[config.mk]
export PLATFORM = sky130hd
export DESIGN_NAME = checksummed_packet_receiver
export DESIGN_NICKNAME = d
export VERILOG_FILES = /design/src/rtl/cpr_pkg.sv /design/src/rtl/cpr_payload_ram.sv /design/src/rtl/checksummed_packet_receiver.sv
export VERILOG_INCLUDE_DIRS = /design/src /design/src/rtl
export SDC_FILE = /design/constraint.sdc
export NUM_CORES = 1
export LEC_CHECK = 0
export BUFFER_PORTS_ARGS = -buffer_cell sky130_fd_sc_hd__buf_2
export CORE_UTILIZATION = 40
export CTS_CLUSTER_DIAMETER = 30
export DETAILED_ROUTE_END_ITERATION = 12
export PLACE_DENSITY = 0.6
export RECOVER_POWER = 100
export SYNTH_ARGS = -nofsm -noshare
export SYNTH_HDL_FRONTEND = slang
export SYNTH_SLANG_ARGS = --single-unit
[constraint.sdc]
create_clock -name clk -period 5.05 [get_ports clk]
set_clock_uncertainty 0.15 [all_clocks]
set_input_delay 1.515 -clock clk [delete_from_list [all_inputs] [get_ports clk]]
set_output_delay 1.515 -clock clk [all_outputs]
set_load 0.005 [all_outputs]
[src/rtl/checksummed_packet_receiver_assert.svh]
// assertion macros shared by the rtl
`ifndef CHECKSUMMED_PACKET_RECEIVER_ASSERT_SVH
`define CHECKSUMMED_PACKET_RECEIVER_ASSERT_SVH

// same-cycle implication, disabled while in reset
`define CPR_ASSERT_NOW(label, clk, rst_n, ante, cons, msg) \
	label: assert property (@(posedge clk) disable iff (!(rst_n)) (ante) |-> (cons)) \
		else $error(msg);

// next-cycle implication, disabled while in reset
`define CPR_ASSERT_NEXT(label, clk, rst_n, ante, cons, msg) \
	label: assert property (@(posedge clk) disable iff (!(rst_n)) (ante) |=> (cons)) \
		else $error(msg);

`endif

[src/rtl/cpr_pkg.sv]
package cpr_pkg;

	typedef enum logic [2:0] {
		PH_IDLE,
		PH_LENGTH,
		PH_DATA,
		PH_CHECK,
		PH_DRAIN
	} phase_t;

	localparam logic [7:0] CODE_ACK   = 8'hFD;
	localparam logic [7:0] CODE_NACK  = 8'hFE;
	localparam logic [7:0] CODE_START = 8'h02;

	localparam logic KIND_REPLY   = 1'b0;
	localparam logic KIND_PAYLOAD = 1'b1;

endpackage

[src/rtl/cpr_payload_ram.sv]
module cpr_payload_ram #(
	parameter int DEPTH = 32,
	parameter int AW    = 5
) (
	input  logic          clk,
	input  logic          wr_en,
	input  logic [AW-1:0] wr_addr,
	input  logic [7:0]    wr_data,
	input  logic          rd_en,
	input  logic [AW-1:0] rd_addr,
	output logic [7:0]    rd_data
);

	logic [7:0] mem [DEPTH];

	always_ff @(posedge clk) begin
		if (wr_en) begin
			mem[wr_addr] <= wr_data;
		end
	end

	// registered read port, holds its data while not enabled
	always_ff @(posedge clk) begin
		if (rd_en) begin
			rd_data <= mem[rd_addr];
		end
	end

endmodule

[src/rtl/checksummed_packet_receiver.sv]
// checksummed packet receiver: start / length / payload / checksum deframer
//
// s_axis carries one received serial byte per item in tdata. m_axis carries the
// results: tdata is the reply code (ack 0xFD, nack 0xFE) or a payload byte,
// tuser is 0 for a reply and 1 for a payload byte, tlast marks the final result
// caused by one input byte.
// a frame is start byte 0x02, a length byte (0 .. BUFFER_DEPTH), that many
// payload bytes and a checksum byte; the frame checks when length plus payload
// plus checksum sums to zero modulo 256. payload bytes are kept in a single-port
// write / single-port read memory with a registered read.
// a reply is registered and is on m_axis in the cycle after the byte causing it.
// bytes that give no result or a single reply are taken at one per cycle while
// the output register is free. a good checksum gives the ack and then streams
// the payload out of the memory at one item per cycle while m_axis takes them;
// s_axis tready stays low while the payload drains.
// a one-entry output register sits on m_axis; when m_axis stalls the register
// holds its item and s_axis tready drops until it is taken, no data is lost.
// reset (arst_n low) returns to idle and empties the output register; the payload
// memory needs no clearing since it is only read after the current frame wrote it

`include "checksummed_packet_receiver_assert.svh"

module checksummed_packet_receiver #(
	parameter int BUFFER_DEPTH = 32
) (
	input  logic       clk,
	input  logic       arst_n,
	// input stream
	input  logic       s_axis_tvalid,
	output logic       s_axis_tready,
	input  logic [7:0] s_axis_tdata,   // [7:0] rx_byte
	// result stream
	output logic       m_axis_tvalid,
	input  logic       m_axis_tready,
	output logic [7:0] m_axis_tdata,   // [7:0] out_byte
	output logic       m_axis_tuser,   // [0] item_kind
	output logic       m_axis_tlast    // last_of_run
);

	// memory address width and count width (count must reach BUFFER_DEPTH)
	localparam int AW = (BUFFER_DEPTH > 1) ? $clog2(BUFFER_DEPTH) : 1;
	localparam int CW = $clog2(BUFFER_DEPTH + 1);
	localparam logic [7:0] DEPTH_BYTE = 8'(BUFFER_DEPTH);

	cpr_pkg::phase_t phase_q, phase_d;

	logic [CW-1:0] frame_length_q;
	logic [CW-1:0] fill_position_q;
	logic [7:0]    running_sum_q;
	logic [CW-1:0] rd_addr_q;      // next payload entry to read during drain
	logic          rd_pending_q;   // memory read data holds an unsent payload byte

	// output register
	logic       out_valid_q;
	logic [7:0] out_byte_q;
	logic       out_kind_q;
	logic       out_last_q;

	logic          out_free;
	logic          in_fire;
	logic [CW-1:0] fill_next;
	logic [7:0]    sum_next;
	logic          sum_match;
	logic          len_too_big;

	// control decoded from the phase
	logic       res_valid;
	logic [7:0] res_byte;
	logic       res_last;
	logic       drain_load;
	logic       drain_last;
	logic       rd_issue;
	logic       mem_wr;
	logic [7:0] mem_rd_data;

	assign out_free    = !out_valid_q || m_axis_tready;
	assign in_fire     = s_axis_tvalid && s_axis_tready;
	assign fill_next   = fill_position_q + CW'(1);
	assign sum_next    = 8'(running_sum_q + s_axis_tdata);
	assign sum_match   = (sum_next == 8'd0);
	assign len_too_big = (s_axis_tdata > DEPTH_BYTE);

	// the outstanding read always targets rd_addr_q - 1, so the byte in the memory
	// register is the final one once every entry has been requested
	assign drain_last = (rd_addr_q == frame_length_q);

	// next phase
	always_comb begin
		phase_d = phase_q;
		unique case (phase_q)
			cpr_pkg::PH_IDLE: begin
				if (in_fire && s_axis_tdata == cpr_pkg::CODE_START) begin
					phase_d = cpr_pkg::PH_LENGTH;
				end
			end
			cpr_pkg::PH_LENGTH: begin
				if (in_fire) begin
					priority if (len_too_big) begin
						phase_d = cpr_pkg::PH_IDLE;
					end else if (s_axis_tdata == 8'd0) begin
						phase_d = cpr_pkg::PH_CHECK;
					end else begin
						phase_d = cpr_pkg::PH_DATA;
					end
				end
			end
			cpr_pkg::PH_DATA: begin
				if (in_fire && fill_next == frame_length_q) begin
					phase_d = cpr_pkg::PH_CHECK;
				end
			end
			cpr_pkg::PH_CHECK: begin
				if (in_fire) begin
					if (sum_match && frame_length_q != '0) begin
						phase_d = cpr_pkg::PH_DRAIN;
					end else begin
						phase_d = cpr_pkg::PH_IDLE;
					end
				end
			end
			cpr_pkg::PH_DRAIN: begin
				if (drain_load && drain_last) begin
					phase_d = cpr_pkg::PH_IDLE;
				end
			end
			default: phase_d = cpr_pkg::PH_IDLE;
		endcase
	end

	// phase outputs
	always_comb begin
		s_axis_tready = 1'b0;
		res_valid     = 1'b0;
		res_byte      = cpr_pkg::CODE_NACK;
		res_last      = 1'b1;
		drain_load    = 1'b0;
		rd_issue      = 1'b0;
		mem_wr        = 1'b0;
		unique case (phase_q)
			cpr_pkg::PH_IDLE: begin
				s_axis_tready = out_free;
				res_valid     = in_fire && (s_axis_tdata != cpr_pkg::CODE_START);
			end
			cpr_pkg::PH_LENGTH: begin
				s_axis_tready = out_free;
				res_valid     = in_fire && len_too_big;
			end
			cpr_pkg::PH_DATA: begin
				s_axis_tready = out_free;
				mem_wr        = in_fire;
			end
			cpr_pkg::PH_CHECK: begin
				s_axis_tready = out_free;
				res_valid     = in_fire;
				if (sum_match) begin
					res_byte = cpr_pkg::CODE_ACK;
					res_last = (frame_length_q == '0);
				end
			end
			cpr_pkg::PH_DRAIN: begin
				drain_load = rd_pending_q && out_free;
				rd_issue   = !drain_last && (!rd_pending_q || drain_load);
			end
			default: begin
				s_axis_tready = 1'b0;
			end
		endcase
	end

	// frame bookkeeping
	always_ff @(posedge clk or negedge arst_n) begin
		if (!arst_n) begin
			phase_q         <= cpr_pkg::PH_IDLE;
			frame_length_q  <= '0;
			fill_position_q <= '0;
			running_sum_q   <= '0;
			rd_addr_q       <= '0;
			rd_pending_q    <= 1'b0;
		end else begin
			phase_q <= phase_d;
			if (in_fire) begin
				unique case (phase_q)
					cpr_pkg::PH_LENGTH: begin
						frame_length_q  <= len_too_big ? '0 : s_axis_tdata[CW-1:0];
						running_sum_q   <= len_too_big ? '0 : s_axis_tdata;
						fill_position_q <= '0;
						rd_addr_q       <= '0;
					end
					cpr_pkg::PH_DATA: begin
						fill_position_q <= fill_next;
						running_sum_q   <= sum_next;
					end
					cpr_pkg::PH_CHECK: begin
						// keep the length for the drain, clear the rest
						fill_position_q <= '0;
						running_sum_q   <= '0;
						if (!(sum_match && frame_length_q != '0)) begin
							frame_length_q <= '0;
						end
					end
					default: begin
						running_sum_q <= running_sum_q;
					end
				endcase
			end
			if (rd_issue) begin
				rd_addr_q <= rd_addr_q + CW'(1);
			end
			if (rd_issue) begin
				rd_pending_q <= 1'b1;
			end else if (drain_load) begin
				rd_pending_q <= 1'b0;
			end
			if (drain_load && drain_last) begin
				frame_length_q <= '0;
				rd_addr_q      <= '0;
			end
		end
	end

	// output register control
	always_ff @(posedge clk or negedge arst_n) begin
		if (!arst_n) begin
			out_valid_q <= 1'b0;
		end else if (res_valid || drain_load) begin
			out_valid_q <= 1'b1;
		end else if (m_axis_tready) begin
			out_valid_q <= 1'b0;
		end
	end

	// output register payload
	always_ff @(posedge clk) begin
		if (drain_load) begin
			out_byte_q <= mem_rd_data;
			out_kind_q <= cpr_pkg::KIND_PAYLOAD;
			out_last_q <= drain_last;
		end else if (res_valid) begin
			out_byte_q <= res_byte;
			out_kind_q <= cpr_pkg::KIND_REPLY;
			out_last_q <= res_last;
		end
	end

	cpr_payload_ram #(
		.DEPTH (BUFFER_DEPTH),
		.AW    (AW)
	) u_payload_ram (
		.clk     (clk),
		.wr_en   (mem_wr),
		.wr_addr (fill_position_q[AW-1:0]),
		.wr_data (s_axis_tdata),
		.rd_en   (rd_issue),
		.rd_addr (rd_addr_q[AW-1:0]),
		.rd_data (mem_rd_data)
	);

	assign m_axis_tvalid = out_valid_q;
	assign m_axis_tdata  = out_byte_q;
	assign m_axis_tuser  = out_kind_q;
	assign m_axis_tlast  = out_last_q;

	// a read is outstanding only while draining a frame
	`CPR_ASSERT_NOW(a_pending_in_drain, clk, arst_n, rd_pending_q, phase_q == cpr_pkg::PH_DRAIN, "payload read outstanding outside drain")
	// a drain always has something to send
	`CPR_ASSERT_NOW(a_drain_nonempty, clk, arst_n, phase_q == cpr_pkg::PH_DRAIN, frame_length_q != '0, "drain with zero length")
	// the byte handed out always comes from a requested entry
	`CPR_ASSERT_NOW(a_load_after_read, clk, arst_n, drain_load, rd_addr_q != '0, "payload loaded without a read")
	// filling never passes the announced length
	`CPR_ASSERT_NOW(a_fill_bound, clk, arst_n, phase_q == cpr_pkg::PH_DATA, fill_position_q < frame_length_q, "payload fill past frame length")
	// after the final payload byte is loaded the block is idle again
	`CPR_ASSERT_NEXT(a_drain_ends, clk, arst_n, drain_load && drain_last, phase_q == cpr_pkg::PH_IDLE, "drain did not end on last byte")

endmodule

==> flow_summary.html <==
<table>
<tr><th>Metric</th><th>Value</th></tr>
<tr><th colspan="2">Setup path</th></tr>
<tr><td>Required time at the endpoint of the critical path</td><td>5070 ps</td></tr>
<tr><td>Endpoint type of the worst setup path</td><td>flop</td></tr>
<tr><td>Maximum fanout encountered on the critical timing path</td><td>16</td></tr>
<tr><td>Launching element type of the critical path</td><td>primary input</td></tr>
<tr><td>Critical path class</td><td>primary input to flop</td></tr>
<tr><td>Crit path DAT</td><td>3920 ps</td></tr>
<tr><th colspan="2">Cells and area</th></tr>
<tr><td>Post-Layout Cell Count</td><td>1248</td></tr>
<tr><td>Synthesis-to-finish area growth</td><td>21.9%</td></tr>
<tr><td>Number of antenna cells inserted</td><td>0</td></tr>
<tr><td>Proportion of layout cells with a drive suffix above 1</td><td>24.2%</td></tr>
<tr><td>Most common cell after layout, fill and taps aside</td><td>sky130_fd_sc_hd__edfxtp_1</td></tr>
<tr><td>Fill cell total of the finished layout</td><td>2561</td></tr>
<tr><td>Most frequent cells in the layout</td><td>273 x sky130_fd_sc_hd__edfxtp_1, 78 x sky130_fd_sc_hd__mux4_2, 61 x sky130_fd_sc_hd__clkbuf_1</td></tr>
<tr><td>Post-layout nets</td><td>825</td></tr>
<tr><th colspan="2">STA</th></tr>
<tr><td>Slew at the pin closest to its max-slew limit</td><td>1850 ps</td></tr>
<tr><td>Slew headroom</td><td>-23.6%</td></tr>
<tr><td>Min Tclk post-route</td><td>3900 ps</td></tr>
<tr><td>Maximum clock rate</td><td>0.256 GHz</td></tr>
<tr><td>Final Hold Fails</td><td>0</td></tr>
<tr><td>Period utilisation layout</td><td>77.2%</td></tr>
<tr><td>Number of pins exceeding their max-slew limit in the final report</td><td>66</td></tr>
<tr><td>RSZ-0062 raised after global routing</td><td>no</td></tr>
<tr><td>Final Setup Violations</td><td>0</td></tr>
<tr><td>Setup_tns</td><td>0 ps</td></tr>
<tr><th colspan="2">Clock network</th></tr>
<tr><td>Number of buffers on the longest clock path</td><td>3</td></tr>
<tr><td>Number of H-tree levels</td><td>2</td></tr>
<tr><td>Quantity of hold-fixing buffers added after cts</td><td>0</td></tr>
<tr><td>Clock Latency Late Sink</td><td>570 ps</td></tr>
<tr><td>Clock sink count</td><td>305</td></tr>
<tr><td>CTS buffer count</td><td>60</td></tr>
<tr><td>Resized Gates After CTS</td><td>0</td></tr>
<tr><td>Clock tree from TritonCTS</td><td>done</td></tr>
<tr><td>Clock-pin transition on the worst setup and hold timing paths</td><td>40 ps</td></tr>
<tr><td>Postcts setup bufs</td><td>0</td></tr>
<tr><td>Clock root buffer</td><td>sky130_fd_sc_hd__clkbuf_16</td></tr>
<tr><th colspan="2">Outcome</th></tr>
<tr><td>Result of the run</td><td>finished with violations</td></tr>
<tr><td>Violated checks</td><td>max-capacitance violations, max-slew violations</td></tr>
<tr><th colspan="2">Yosys</th></tr>
<tr><td>Count of unique library cells instantiated by Yosys</td><td>64</td></tr>
<tr><td>Sequential fraction of the synthesis area</td><td>70.5%</td></tr>
<tr><td>Synthesized instance count</td><td>696</td></tr>
<tr><td>Cell accounting for the most synthesized area</td><td>sky130_fd_sc_hd__edfxtp_1</td></tr>
<tr><td>Register bit total from synthesis</td><td>305</td></tr>
<tr><td>Total standard cell area after synthesis</td><td>12800 um2</td></tr>
<tr><td>Post-synth top area share</td><td>64.3%</td></tr>
<tr><td>Commonest register cell after synthesis</td><td>sky130_fd_sc_hd__edfxtp_1</td></tr>
<tr><td>Synth warn</td><td>0</td></tr>
<tr><td>Mean cell area of the mapped netlist</td><td>18.3 um2</td></tr>
<tr><td>Number of flops mapped to enable cells by yosys</td><td>273</td></tr>
<tr><td>Synth async-reset ratio</td><td>10.2%</td></tr>
<tr><td>Synth Net Count</td><td>721</td></tr>
<tr><td>Leading post-synthesis cells by cell area</td><td>sky130_fd_sc_hd__edfxtp_1 64%, sky130_fd_sc_hd__mux4_2 14%, sky130_fd_sc_hd__dfrtp_1 6.1%, sky130_fd_sc_hd__nor2_1 1.5%, sky130_fd_sc_hd__nand2_1 1.3%</td></tr>
<tr><th colspan="2">Floorplan</th></tr>
<tr><td>Starting utilization of the core area</td><td>40.5%</td></tr>
<tr><td>Num ports</td><td>24</td></tr>
<tr><td>Die Height</td><td>181 um</td></tr>
<tr><td>FP Rows</td><td>65</td></tr>
<tr><td>Die Area</td><td>32600 um2</td></tr>
<tr><td>Placeable core area</td><td>31500 um2</td></tr>
<tr><td>Horizontal die dimension</td><td>181 um</td></tr>
<tr><th colspan="2">Power and ir drop</th></tr>
<tr><td>Power per cell area</td><td>483 nW/um2</td></tr>
<tr><td>Leakage Power</td><td>5.08 nW</td></tr>
<tr><td>Max IR drop VDD</td><td>0.000305 V</td></tr>
<tr><th colspan="2">GRT</th></tr>
<tr><td>Global-route track usage on met2</td><td>29.5%</td></tr>
<tr><td>Initial antenna violation count</td><td>0</td></tr>
<tr><td>Most utilized layer in the global route result</td><td>met2</td></tr>
<tr><td>Pin count of the biggest net entering global routing</td><td>39</td></tr>
<tr><td>Vias in the first global route</td><td>7294</td></tr>
<tr><td>Met3 global-route usage</td><td>3.35%</td></tr>
<tr><td>Met1 routing resource usage after global routing</td><td>24.4%</td></tr>
<tr><td>Remaining Overflow, GRT</td><td>0</td></tr>
<tr><td>First-pass GRT wire length</td><td>44100 um</td></tr>
<tr><td>Global-route usage over all layers</td><td>18.2%</td></tr>
<tr><th colspan="2">Min path</th></tr>
<tr><td>Kind of path behind the tightest hold check</td><td>flop to flop</td></tr>
<tr><th colspan="2">Route</th></tr>
<tr><td>Final Routed Wirelength</td><td>28700 um</td></tr>
<tr><td>Iteration count of the initial detailed-routing pass</td><td>5</td></tr>
<tr><td>Average detailed-routed wire length per instance</td><td>23.0 um</td></tr>
<tr><td>Vias after detailed routing</td><td>6974</td></tr>
<tr><td>DR DRC count</td><td>0</td></tr>
<tr><td>Remaining antenna violation count after routing</td><td>0</td></tr>
<tr><td>Number of DRC violations after detailed-routing iteration 0</td><td>674</td></tr>
<tr><td>Post-DR vias/cell</td><td>5.59</td></tr>
<tr><th colspan="2">Placement</th></tr>
<tr><td>Half-perimeter wire length after detailed placement</td><td>18700 um</td></tr>
<tr><td>Placed Cells incl. Taps</td><td>1140</td></tr>
<tr><td>PortBufs</td><td>23</td></tr>
<tr><td>Final estimated routing congestion in global placement</td><td>0.887</td></tr>
<tr><th colspan="2">Job</th></tr>
<tr><td>Number of maximum-capacitance violations</td><td>2</td></tr>
</table>
-- power by group --
group | switching, mW | internal [mW]
registers | 0.0870 | 2.81
logic | 0.314 | 0.179
clock network | 1.24 | 2.88
total | 1.64 | 5.87
-- cells in the mapped netlist (6+ instances only) --
library cell,count
sky130_fd_sc_hd__buf_1,6
sky130_fd_sc_hd__nor2_1,52
sky130_fd_sc_hd__nand2_1,45
sky130_fd_sc_hd__mux2_2,8
sky130_fd_sc_hd__a21oi_1,11
sky130_fd_sc_hd__dfrtp_1,31
sky130_fd_sc_hd__o21ai_1,15
sky130_fd_sc_hd__xnor2_1,15
sky130_fd_sc_hd__nand2b_1,11
sky130_fd_sc_hd__o21ai_0,11
sky130_fd_sc_hd__clkbuf_1,13
sky130_fd_sc_hd__edfxtp_1,273
sky130_fd_sc_hd__ha_1,12
sky130_fd_sc_hd__nand3_1,8
sky130_fd_sc_hd__mux2i_1,8
sky130_fd_sc_hd__mux4_2,78
-- per-layer routing --
layer	part of all wire [%]	up-vias
met5	0	-
met4	3.0	0
met3	6.2	68
met2	49	271
met1	42	3600
li1	-	3035
-- sequential cells by signal, summed over array words and instances (netlist names), 3 cells and up --
name,count
rd_addr_q,6
fill_position_q,6
frame_length_q,6
phase_q,3
u_payload_ram.mem,256
u_payload_ram.rd_data,8
running_sum_q,8
m_axis_tdata,8
-- area by class of cell --
type	count	area, um2	area share (%)
multi-input combinational	356	3570	23.0
sequential	305	9000	57.9
clock inverter	44	614	3.95
inverter	6	22.5	0.145
tap	402	503	3.24
timing repair buffer	71	310	2.00
clock buffer	64	1530	9.82
-- worst paths after layout --
kind                                   from  slack [ps]                       end  cells after the start
max                         s_axis_tdata[3]        1150           m_axis_tdata[0]                      7
max reg2reg                    rd_addr_q[1]        1150  u_payload_ram.rd_data[6]                      4
max in group asynchronous            arst_n        2120              rd_addr_q[0]                      1
min in group asynchronous            arst_n        1320              rd_addr_q[3]                      1
min reg2reg                running_sum_q[3]         340          running_sum_q[3]                      2
min                        running_sum_q[3]         340          running_sum_q[3]                      2
-- per-stage QoR --
step                      power, mW  hold slack (ps)  setup WS, ps  area [um2]  utilization [%]
after floorplan                3.26              301          1130       12800                -
final                          7.51              341          1150       15500             49.4
after CTS                      7.58              347          1300       15700             50.0
after detailed placement       3.44              337           745       13600             43.2
after global placement         3.41              317           753       13600             43.2
after global routing           7.75              369           934       15500             49.4
-- worst max-delay path, cell delays in order --
cell	delay, ps
sky130_fd_sc_hd__clkbuf_1	320
sky130_fd_sc_hd__clkbuf_1	630
sky130_fd_sc_hd__or4_1	250
sky130_fd_sc_hd__o21ai_0	140
sky130_fd_sc_hd__a21oi_1	240
sky130_fd_sc_hd__nor4_1	90
sky130_fd_sc_hd__o31ai_2	730
-- cells by family (layout without fill, tap and decap cells) --
kind of cell	after synthesis	after routing	share of synthesized area, %
flip-flops	305	305	70.5
AND/OR/NAND/NOR	154	154	5.77
multiplexers	97	97	15.6
AO/OA/AOI/OAI	73	73	3.99
buffers and inverters	35	185	1.45
XOR/XNOR	19	19	1.31
adder cells (fa/ha/maj)	13	13	1.33
Power figures use the tool's default switching activity.
